## config.mk

```make
export PLATFORM = sky130hd
export DESIGN_NAME = vertex_rotate_scale_clip
export DESIGN_NICKNAME = d
export VERILOG_FILES = /design/src/rtl/core/vrsc_pkg.sv /design/src/rtl/core/vrsc_front.sv /design/src/rtl/core/vrsc_fifo.sv /design/src/rtl/core/vrsc_back.sv /design/src/rtl/core/vertex_rotate_scale_clip.sv
export VERILOG_INCLUDE_DIRS = /design/src /design/src/rtl/core
export SDC_FILE = /design/constraint.sdc
export NUM_CORES = 2
export LEC_CHECK = 0
export CORE_ASPECT_RATIO = 1.1
export CORE_MARGIN = 3
export CORE_UTILIZATION = 49
export CTS_CLUSTER_DIAMETER = 200
export CTS_CLUSTER_SIZE = 10
export DETAILED_ROUTE_END_ITERATION = 12
export DONT_BUFFER_PORTS = 1
export GPL_ROUTABILITY_DRIVEN = 0
export GPL_TIMING_DRIVEN = 0
export PLACE_DENSITY = 0.65
export SETUP_SLACK_MARGIN = 0.5
export SYNTH_ARGS = -nofsm -noshare
export SYNTH_HDL_FRONTEND = slang
export SYNTH_SLANG_ARGS = --single-unit
```

## constraint.sdc

```tcl
create_clock -name i_clk -period 10.6 [get_ports i_clk]
set_input_delay 0.53 -clock i_clk [delete_from_list [all_inputs] [get_ports i_clk]]
set_output_delay 0.53 -clock i_clk [all_outputs]
set_load 0.005 [all_outputs]
```

## src/rtl/core/vertex_rotate_scale_clip_macros.svh

```systemverilog
// ----------------------------------------------------------------------------
// Assertion macros for the vertex rotate / scale / clip block
// Implication checks disabled while active-low reset is asserted; empty in synthesis.
// ----------------------------------------------------------------------------
`ifndef VERTEX_ROTATE_SCALE_CLIP_MACROS_SVH
`define VERTEX_ROTATE_SCALE_CLIP_MACROS_SVH

`ifndef SYNTHESIS
`define VRSC_ASSERT_IMP(label, clk, rst_n, ante, cons) \
    label: assert property (@(posedge clk) disable iff (!(rst_n)) (ante) |-> (cons)) \
        else $error("vrsc assertion failed");
`define VRSC_ASSERT_NXT(label, clk, rst_n, ante, cons) \
    label: assert property (@(posedge clk) disable iff (!(rst_n)) (ante) |=> (cons)) \
        else $error("vrsc assertion failed");
`else
`define VRSC_ASSERT_IMP(label, clk, rst_n, ante, cons)
`define VRSC_ASSERT_NXT(label, clk, rst_n, ante, cons)
`endif

`endif

```

## src/rtl/core/vrsc_pkg.sv

```systemverilog
// ----------------------------------------------------------------------------
// vrsc_pkg
// Types, register codes, sine table and fixed-point helpers for the vertex
// rotate / scale / clip block.
// ----------------------------------------------------------------------------
package vrsc_pkg;

    // register indexes on the configuration port
    typedef enum logic [1:0] {
        CFG_SCALE = 2'd0,
        CFG_ANGLE = 2'd1,
        CFG_POS_X = 2'd2,
        CFG_POS_Y = 2'd3
    } t_cfg_idx;

    localparam int CFG_DATA_W = 13;
    localparam logic [11:0] SCALE_RESET = 12'd256;

    typedef struct packed {
        logic        [11:0] scale;
        logic        [8:0]  angle;
        logic signed [12:0] pos_x;
        logic signed [12:0] pos_y;
    } t_cfg;

    // scaled vertex as it crosses from front to back
    typedef struct packed {
        logic signed [7:0] sx;
        logic signed [7:0] sy;
        logic              first;
    } t_vtx;

    localparam int QDEPTH = 2;
    localparam int QPTR_W = 1;

    typedef enum logic [2:0] {
        S_IDLE,
        S_MUL_X,
        S_MUL_Y,
        S_ROT_Y,
        S_EMIT
    } t_state;

    // quarter-wave sine, Q1.14
    localparam logic [14:0] SIN_Q14 [0:90] = '{
        15'd0,     15'd286,   15'd572,   15'd857,   15'd1143,  15'd1428,  15'd1713,
        15'd1997,  15'd2280,  15'd2563,  15'd2845,  15'd3126,  15'd3406,  15'd3686,
        15'd3964,  15'd4240,  15'd4516,  15'd4790,  15'd5063,  15'd5334,  15'd5604,
        15'd5872,  15'd6138,  15'd6402,  15'd6664,  15'd6924,  15'd7182,  15'd7438,
        15'd7692,  15'd7943,  15'd8192,  15'd8438,  15'd8682,  15'd8923,  15'd9162,
        15'd9397,  15'd9630,  15'd9860,  15'd10087, 15'd10311, 15'd10531, 15'd10749,
        15'd10963, 15'd11174, 15'd11381, 15'd11585, 15'd11786, 15'd11982, 15'd12176,
        15'd12365, 15'd12551, 15'd12733, 15'd12911, 15'd13085, 15'd13255, 15'd13421,
        15'd13583, 15'd13741, 15'd13894, 15'd14044, 15'd14189, 15'd14330, 15'd14466,
        15'd14598, 15'd14726, 15'd14849, 15'd14968, 15'd15082, 15'd15191, 15'd15296,
        15'd15396, 15'd15491, 15'd15582, 15'd15668, 15'd15749, 15'd15826, 15'd15897,
        15'd15964, 15'd16026, 15'd16083, 15'd16135, 15'd16182, 15'd16225, 15'd16262,
        15'd16294, 15'd16322, 15'd16344, 15'd16362, 15'd16374, 15'd16382, 15'd16384
    };

    function automatic logic signed [7:0] sat8(input logic signed [15:0] v);
        logic signed [7:0] r;
        if (v > 16'sd127) begin
            r = 8'sd127;
        end else if (v < -16'sd128) begin
            r = -8'sd128;
        end else begin
            r = 8'(v);
        end
        return r;
    endfunction

    // vertex * Q4.8 scale, truncated toward zero, saturated
    function automatic logic signed [7:0] scale_vtx(input logic signed [7:0] v,
                                                    input logic [11:0] sf);
        logic signed [20:0] p;
        logic signed [20:0] b;
        p = 21'(v) * 21'($signed({1'b0, sf}));
        b = p + (p[20] ? 21'sd255 : 21'sd0);
        return sat8(16'(b >>> 8));
    endfunction

    // Q1.14 rotation sum back to integer, truncated toward zero, saturated
    function automatic logic signed [7:0] rot_trunc(input logic signed [24:0] p);
        logic signed [24:0] b;
        b = p + (p[24] ? 25'sd16383 : 25'sd0);
        return sat8(16'(b >>> 14));
    endfunction

    // angle already reduced below 360
    function automatic logic signed [15:0] sine_fold(input logic [8:0] a);
        logic [8:0]         k;
        logic               neg;
        logic signed [15:0] m;
        if (a <= 9'd90) begin
            k   = a;
            neg = 1'b0;
        end else if (a <= 9'd180) begin
            k   = 9'd180 - a;
            neg = 1'b0;
        end else if (a <= 9'd270) begin
            k   = a - 9'd180;
            neg = 1'b1;
        end else begin
            k   = 9'd360 - a;
            neg = 1'b1;
        end
        m = $signed({1'b0, SIN_Q14[k[6:0]]});
        return neg ? -m : m;
    endfunction

    function automatic logic [8:0] mod360(input logic [9:0] a);
        return (a >= 10'd360) ? 9'(a - 10'd360) : a[8:0];
    endfunction

endpackage

```

## src/rtl/core/vrsc_front.sv

```systemverilog
// ----------------------------------------------------------------------------
// vrsc_front
// Accepts vertices, applies the model scale and queues the scaled vertex.
// ----------------------------------------------------------------------------
module vrsc_front (
    input  logic              i_valid,
    output logic              o_ready,
    input  logic signed [7:0] i_vertex_x,
    input  logic signed [7:0] i_vertex_y,
    input  logic              i_first_of_model,
    input  logic [11:0]       i_scale,
    input  logic              i_q_full,
    output logic              o_push,
    output vrsc_pkg::t_vtx    o_ent
);
    import vrsc_pkg::*;

    assign o_ready     = !i_q_full;
    assign o_push      = i_valid && !i_q_full;
    assign o_ent.sx    = scale_vtx(i_vertex_x, i_scale);
    assign o_ent.sy    = scale_vtx(i_vertex_y, i_scale);
    assign o_ent.first = i_first_of_model;

endmodule

```

## src/rtl/core/vrsc_fifo.sv

```systemverilog
// ----------------------------------------------------------------------------
// vrsc_fifo
// Short queue of scaled vertices between front and back.
// ----------------------------------------------------------------------------
module vrsc_fifo (
    input  logic           i_clk,
    input  logic           i_rst_n,
    input  logic           i_push,
    input  vrsc_pkg::t_vtx i_ent,
    output logic           o_full,
    input  logic           i_pop,
    output logic           o_valid,
    output vrsc_pkg::t_vtx o_ent
);
    import vrsc_pkg::*;

    t_vtx              r_mem [QDEPTH];
    logic [QPTR_W-1:0] r_wp, n_wp;
    logic [QPTR_W-1:0] r_rp, n_rp;
    logic [QPTR_W:0]   r_cnt, n_cnt;

    always_comb begin
        n_wp  = r_wp + QPTR_W'(i_push);
        n_rp  = r_rp + QPTR_W'(i_pop);
        n_cnt = r_cnt + (QPTR_W+1)'(i_push) - (QPTR_W+1)'(i_pop);
    end

    always_ff @(posedge i_clk) begin
        if (!i_rst_n) begin
            r_wp  <= '0;
            r_rp  <= '0;
            r_cnt <= '0;
        end else begin
            r_wp  <= n_wp;
            r_rp  <= n_rp;
            r_cnt <= n_cnt;
        end
    end

    always_ff @(posedge i_clk) begin
        if (i_push) begin
            r_mem[r_wp] <= i_ent;
        end
    end

    assign o_full  = (r_cnt == (QPTR_W+1)'(QDEPTH));
    assign o_valid = (r_cnt != '0);
    assign o_ent   = r_mem[r_rp];

endmodule

```

## src/rtl/core/vrsc_back.sv

```systemverilog
// ----------------------------------------------------------------------------
// vrsc_back
// Rotates, translates and clamps one queued vertex at a time; tracks edge
// touches per model and holds the result in an output register.
// ----------------------------------------------------------------------------
`include "vertex_rotate_scale_clip_macros.svh"

module vrsc_back #(
    parameter int SCREEN_MAX_X = 239,
    parameter int SCREEN_MAX_Y = 159
) (
    input  logic           i_clk,
    input  logic           i_rst_n,
    input  vrsc_pkg::t_cfg i_cfg,
    input  logic           i_q_valid,
    input  vrsc_pkg::t_vtx i_q_ent,
    output logic           o_pop,
    output logic           o_valid,
    input  logic           i_ready,
    output logic [7:0]     o_screen_x,
    output logic [7:0]     o_screen_y,
    output logic           o_edge_touch,
    output logic           o_bounce
);
    import vrsc_pkg::*;

    localparam logic signed [17:0] LimX = 18'(SCREEN_MAX_X * 16);
    localparam logic signed [17:0] LimY = 18'(SCREEN_MAX_Y * 16);
    localparam logic [7:0]         MaxX8 = 8'(SCREEN_MAX_X);
    localparam logic [7:0]         MaxY8 = 8'(SCREEN_MAX_Y);

    t_state             r_state, n_state;
    t_vtx               r_vtx;
    logic signed [15:0] r_sin, r_cos;
    logic signed [23:0] r_pa, r_pb;
    logic signed [7:0]  r_rx, r_ry;
    logic               r_touched;
    logic               r_out_valid;
    logic [7:0]         r_out_x, r_out_y;
    logic               r_out_edge, r_out_bounce;

    logic               w_load;
    logic [8:0]         w_ang;
    logic signed [17:0] w_xq, w_yq;
    logic               w_edge;
    logic [7:0]         w_ox, w_oy;

    // next state
    always_comb begin
        n_state = r_state;
        unique case (r_state)
            S_IDLE:  if (i_q_valid) n_state = S_MUL_X;
            S_MUL_X: n_state = S_MUL_Y;
            S_MUL_Y: n_state = S_ROT_Y;
            S_ROT_Y: n_state = S_EMIT;
            S_EMIT:  if (!r_out_valid || i_ready) n_state = S_IDLE;
            default: n_state = S_IDLE;
        endcase
    end

    // state outputs
    always_comb begin
        o_pop  = 1'b0;
        w_load = 1'b0;
        unique case (r_state)
            S_IDLE:  o_pop  = i_q_valid;
            S_EMIT:  w_load = !r_out_valid || i_ready;
            default: ;
        endcase
    end

    assign w_ang = mod360({1'b0, i_cfg.angle});

    // translate to Q.4 screen space and clamp
    always_comb begin
        w_xq = 18'(16'(r_rx) * 16'sd16) + 18'(i_cfg.pos_x);
        w_yq = 18'(16'(r_ry) * 16'sd16) + 18'(i_cfg.pos_y);
        w_edge = (w_xq <= 18'sd0) || (w_xq >= LimX) ||
                 (w_yq <= 18'sd0) || (w_yq >= LimY);
        if (w_xq < 18'sd0) begin
            w_ox = '0;
        end else if (w_xq > LimX) begin
            w_ox = MaxX8;
        end else begin
            w_ox = w_xq[11:4];
        end
        if (w_yq < 18'sd0) begin
            w_oy = '0;
        end else if (w_yq > LimY) begin
            w_oy = MaxY8;
        end else begin
            w_oy = w_yq[11:4];
        end
    end

    always_ff @(posedge i_clk) begin
        if (!i_rst_n) begin
            r_state     <= S_IDLE;
            r_touched   <= 1'b0;
            r_out_valid <= 1'b0;
        end else begin
            r_state <= n_state;
            if (w_load) begin
                r_out_valid <= 1'b1;
                r_touched   <= w_edge || (r_touched && !r_vtx.first);
            end else if (i_ready) begin
                r_out_valid <= 1'b0;
            end
        end
    end

    always_ff @(posedge i_clk) begin
        if (o_pop) begin
            r_vtx <= i_q_ent;
            r_sin <= sine_fold(w_ang);
            r_cos <= sine_fold(mod360(10'(w_ang) + 10'd90));
        end
        unique case (r_state)
            S_MUL_X: begin
                r_pa <= 24'(r_cos) * 24'(r_vtx.sx);
                r_pb <= 24'(r_sin) * 24'(r_vtx.sy);
            end
            S_MUL_Y: begin
                r_rx <= rot_trunc(25'(r_pa) - 25'(r_pb));
                r_pa <= 24'(r_sin) * 24'(r_vtx.sx);
                r_pb <= 24'(r_cos) * 24'(r_vtx.sy);
            end
            S_ROT_Y: begin
                r_ry <= rot_trunc(25'(r_pa) + 25'(r_pb));
            end
            default: ;
        endcase
        if (w_load) begin
            r_out_x      <= w_ox;
            r_out_y      <= w_oy;
            r_out_edge   <= w_edge;
            r_out_bounce <= w_edge && (r_vtx.first || !r_touched);
        end
    end

    assign o_valid      = r_out_valid;
    assign o_screen_x   = r_out_x;
    assign o_screen_y   = r_out_y;
    assign o_edge_touch = r_out_edge;
    assign o_bounce     = r_out_bounce;

    `VRSC_ASSERT_IMP(a_bounce_needs_edge, i_clk, i_rst_n, o_valid && o_bounce, o_edge_touch)
    `VRSC_ASSERT_NXT(a_edge_marks_touched, i_clk, i_rst_n, w_load && w_edge, r_touched)
    `VRSC_ASSERT_NXT(a_pop_starts_rotate, i_clk, i_rst_n, o_pop, r_state == S_MUL_X)

endmodule

```

## src/rtl/core/vertex_rotate_scale_clip.sv

```systemverilog
// ----------------------------------------------------------------------------
// vertex_rotate_scale_clip
// Scales, rotates, translates and clamps model vertices to the screen.
// ----------------------------------------------------------------------------
// A vertex is scaled in the cycle it is accepted and written into a
// two-entry queue, so input is taken while the back end works or a result
// waits. The back end works on one vertex at a time, in steps: a pop step that
// looks up sine and cosine, two multiply steps each using a pair of 16x8
// multipliers, a truncate step, then translate and clamp into the output
// register; it pops the next vertex only after that load, which waits while a
// held result has not been taken. Registers are to be written through the
// configuration port only while no vertex is in flight; the block itself does
// not enforce this.
// ----------------------------------------------------------------------------
module vertex_rotate_scale_clip #(
    parameter int SCREEN_MAX_X = 239,
    parameter int SCREEN_MAX_Y = 159
) (
    input  logic                             i_clk,
    input  logic                             i_rst_n,
    input  logic                             i_cfg_we,
    input  logic [1:0]                       i_cfg_idx,
    input  logic [vrsc_pkg::CFG_DATA_W-1:0]  i_cfg_data,
    input  logic                             i_valid,
    output logic                             o_ready,
    input  logic signed [7:0]                i_vertex_x,
    input  logic signed [7:0]                i_vertex_y,
    input  logic                             i_first_of_model,
    output logic                             o_valid,
    input  logic                             i_ready,
    output logic [7:0]                       o_screen_x,
    output logic [7:0]                       o_screen_y,
    output logic                             o_edge_touch,
    output logic                             o_bounce
);
    import vrsc_pkg::*;

    t_cfg r_cfg;
    logic w_push, w_full, w_pop, w_qv;
    t_vtx w_in_ent, w_q_ent;

    always_ff @(posedge i_clk) begin
        if (!i_rst_n) begin
            r_cfg.scale <= SCALE_RESET;
            r_cfg.angle <= '0;
            r_cfg.pos_x <= '0;
            r_cfg.pos_y <= '0;
        end else if (i_cfg_we) begin
            unique case (t_cfg_idx'(i_cfg_idx))
                CFG_SCALE: r_cfg.scale <= i_cfg_data[11:0];
                CFG_ANGLE: r_cfg.angle <= i_cfg_data[8:0];
                CFG_POS_X: r_cfg.pos_x <= $signed(i_cfg_data);
                CFG_POS_Y: r_cfg.pos_y <= $signed(i_cfg_data);
                default:   ;
            endcase
        end
    end

    vrsc_front u_front (
        .i_valid          (i_valid),
        .o_ready          (o_ready),
        .i_vertex_x       (i_vertex_x),
        .i_vertex_y       (i_vertex_y),
        .i_first_of_model (i_first_of_model),
        .i_scale          (r_cfg.scale),
        .i_q_full         (w_full),
        .o_push           (w_push),
        .o_ent            (w_in_ent)
    );

    vrsc_fifo u_fifo (
        .i_clk   (i_clk),
        .i_rst_n (i_rst_n),
        .i_push  (w_push),
        .i_ent   (w_in_ent),
        .o_full  (w_full),
        .i_pop   (w_pop),
        .o_valid (w_qv),
        .o_ent   (w_q_ent)
    );

    vrsc_back #(
        .SCREEN_MAX_X (SCREEN_MAX_X),
        .SCREEN_MAX_Y (SCREEN_MAX_Y)
    ) u_back (
        .i_clk        (i_clk),
        .i_rst_n      (i_rst_n),
        .i_cfg        (r_cfg),
        .i_q_valid    (w_qv),
        .i_q_ent      (w_q_ent),
        .o_pop        (w_pop),
        .o_valid      (o_valid),
        .i_ready      (i_ready),
        .o_screen_x   (o_screen_x),
        .o_screen_y   (o_screen_y),
        .o_edge_touch (o_edge_touch),
        .o_bounce     (o_bounce)
    );

endmodule
```

==> run metrics <==
hold_ws between 60 and 70 ps; vias in the first global route between 30,000 and 40,000; CP max-delay cell clkbuf_1; DRC Markers 0; I/O pin cnt 57; post-route ant nets 0; Post-synth top cells 829 x inv_1, 539 x fa_1, 447 x nand2_1, 438 x and2_1, 417 x ha_1; Seq cells post-synth around 220; nets@finish between 5,000 and 6,000; layout cells sized above 1 0.0356; register area share after synthesis 0.142; Worst setup SP type register; post-synth net total approximately 5,900; final core utilization 0.525; die area about 91,000 sq um; Slew @ Worst Pin between 1000 and 1500 ps; ys flop type edfxtp_1; CP peak stage delay a little over 600 ps; Core ar. ~86,000 sq um; max-slew violations 0; Synth area leader fa_1; final wirelength around 120 mm; Finished Cell Area ~45,000 sq um; clk buf depth 3; mean post-synth cell area 8.66 sq um; WP data arrival 9770 ps; Rel. slew slack 0.172; Placed Area approximately 44,000 sq um; CTS tree built; Final Setup Violations 0; clk sink count ~220; placed wire-length estimate 95.5 mm; RSZ-0062 raised after global routing false; FP Rows between 100 and 150; largest net degree at the start of global routing 35; CP max FO 13; clk_skew roughly 37 ps; Req. time, crit path 10,890 ps; Total GRT Usage 0.261; detailed-route via count roughly 34,000; Ys Warns 0; root buffer cell clkbuf_16; Worst Hold Class input pin to register; max_cap viols 0; Die X 287 um; asr flop ratio synth 0; Avg Vias per Cell ~5.6; top-count cell post-synth inv_1; Final Cycle Share 0.895; Setup Fix Bufs, Post-CTS 0; Worst-Skew Late Latency between 500 and 600 ps; WL/cell around 19 um; top post-synthesis cells by area fa_1 25%, ha_1 12%, edfxtp_1 12%, inv_1 7.3%, and2_1 6.4%; minimum clock period roughly 9500 ps; post-synth cell types ~130; Die Y about 320 um; number of antenna violations at the first check in global routing 3; critical path class register to register; Critical Path End Type register; Fin. Hold Viols 0; clock-pin slew on the worst setup and hold paths 60 ps; H-tree levels 1; first-pass GRT wire length about 190 mm; Syn Inst Count 4,926; CTS resizes 0; Initial Util 0.498; CTS Buf Count 26; grt total ovfl 0; cell area after synthesis ~43,000 sq um; outcome completed; fmax between 100 and 150 MHz; port buffer count 0; CTS Hold Bufs 0; Synth top area share 0.253; setup tns final 0 ps; Area Growth Syn to Fin 5.36%; DR iter-0 viols 2,552; Post-synth EDFFs 165; DR pass1 iterations 9
-- worst paths after layout --
| check | slack (ps) | depth (start not counted) | start | to |
|---|---|---|---|---|
| worst max-delay path | 1120 | 38 | r_cfg[29] | u_back.r_cos[14] |
| worst min-delay path | 60 | 0 | i_first_of_model | u_fifo.r_mem[0][0] |
| worst max register to register | 1120 | 38 | r_cfg[29] | u_back.r_cos[14] |
| worst min register to register | 460 | 2 | r_cfg[15] | r_cfg[15] |
-- critical path: cells and delay by family, from the launching register on --
kind / cells / cell delay [ps]
AOI/OAI and AO/OA: 10 / 2620
adders and majority gates: 5 / 1290
buffers and inverters: 9 / 2280
DFF: 1 / 300
muxes: 1 / 140
and+or+nand+nor: 13 / 2520
-- logic make-up after synthesis --
| kind of cell | synth area share |
|---|---|
| flops | 0.142 |
| simple gates | 0.179 |
| buf+inv | 0.0950 |
| xor+xnor | 0.0489 |
| fa+ha+maj | 0.375 |
| mux | 0.0187 |
| compound gates | 0.141 |
-- area by class of cell --
type / count / area, sq um
Fill cell: 8102 / 40700
Inverter: 833 / 3130
Timing Repair Buffer: 3 / 55.1
Antenna cell: 1 / 2.50
Sequential cell: 221 / 6080
Multi-Input combinational cell: 3652 / 32600
Clock buffer: 43 / 736
Tap cell: 1140 / 1430
Buffer: 220 / 925
Clock inverter: 2 / 36.3
-- per-stage QoR --
step / worst slack (ps) / instances
6_report: 1120 / 6115
2_1_floorplan: 3070 / 4926
4_1_cts: 1110 / 6114
3_5_place_dp: 1230 / 6069
3_3_place_gp: 1160 / 6066
5_1_grt: 514 / 6114
-- flip-flops by register name, indices dropped and copies added, names as in the netlist, 16 cells and up --
register,flops
r_cfg,47
u_back.r_cos,16
u_back.r_pa,24
u_back.r_pb,24
u_back.r_sin,16
u_back.r_vtx,17
u_fifo.r_mem,34
-- cells in the final DEF (no fill, tap or decap), drive strengths merged, types with 56 or more instances in the layout --
master  instances
inv           833
a21boi         75
nand2b         83
nor3           56
dfxtp          56
edfxtp        165
fa            539
o21ai         222
a21oi         245
and2          439
xnor2         183
nor2          242
clkbuf        225
ha            417
nand2         449
-- metal layers --
metal,part of all wire,vias up,track usage
met1,0.42,16809,0.342
met3,0.058,306,0.0257
met5,0,-,0
met2,0.47,1112,0.444
li1,-,16067,-
met4,0.049,0,0.109
Power is left out: the tool's default activity adds up to more than one toggle a clock period on the data nets, which glitch-free logic cannot reach.
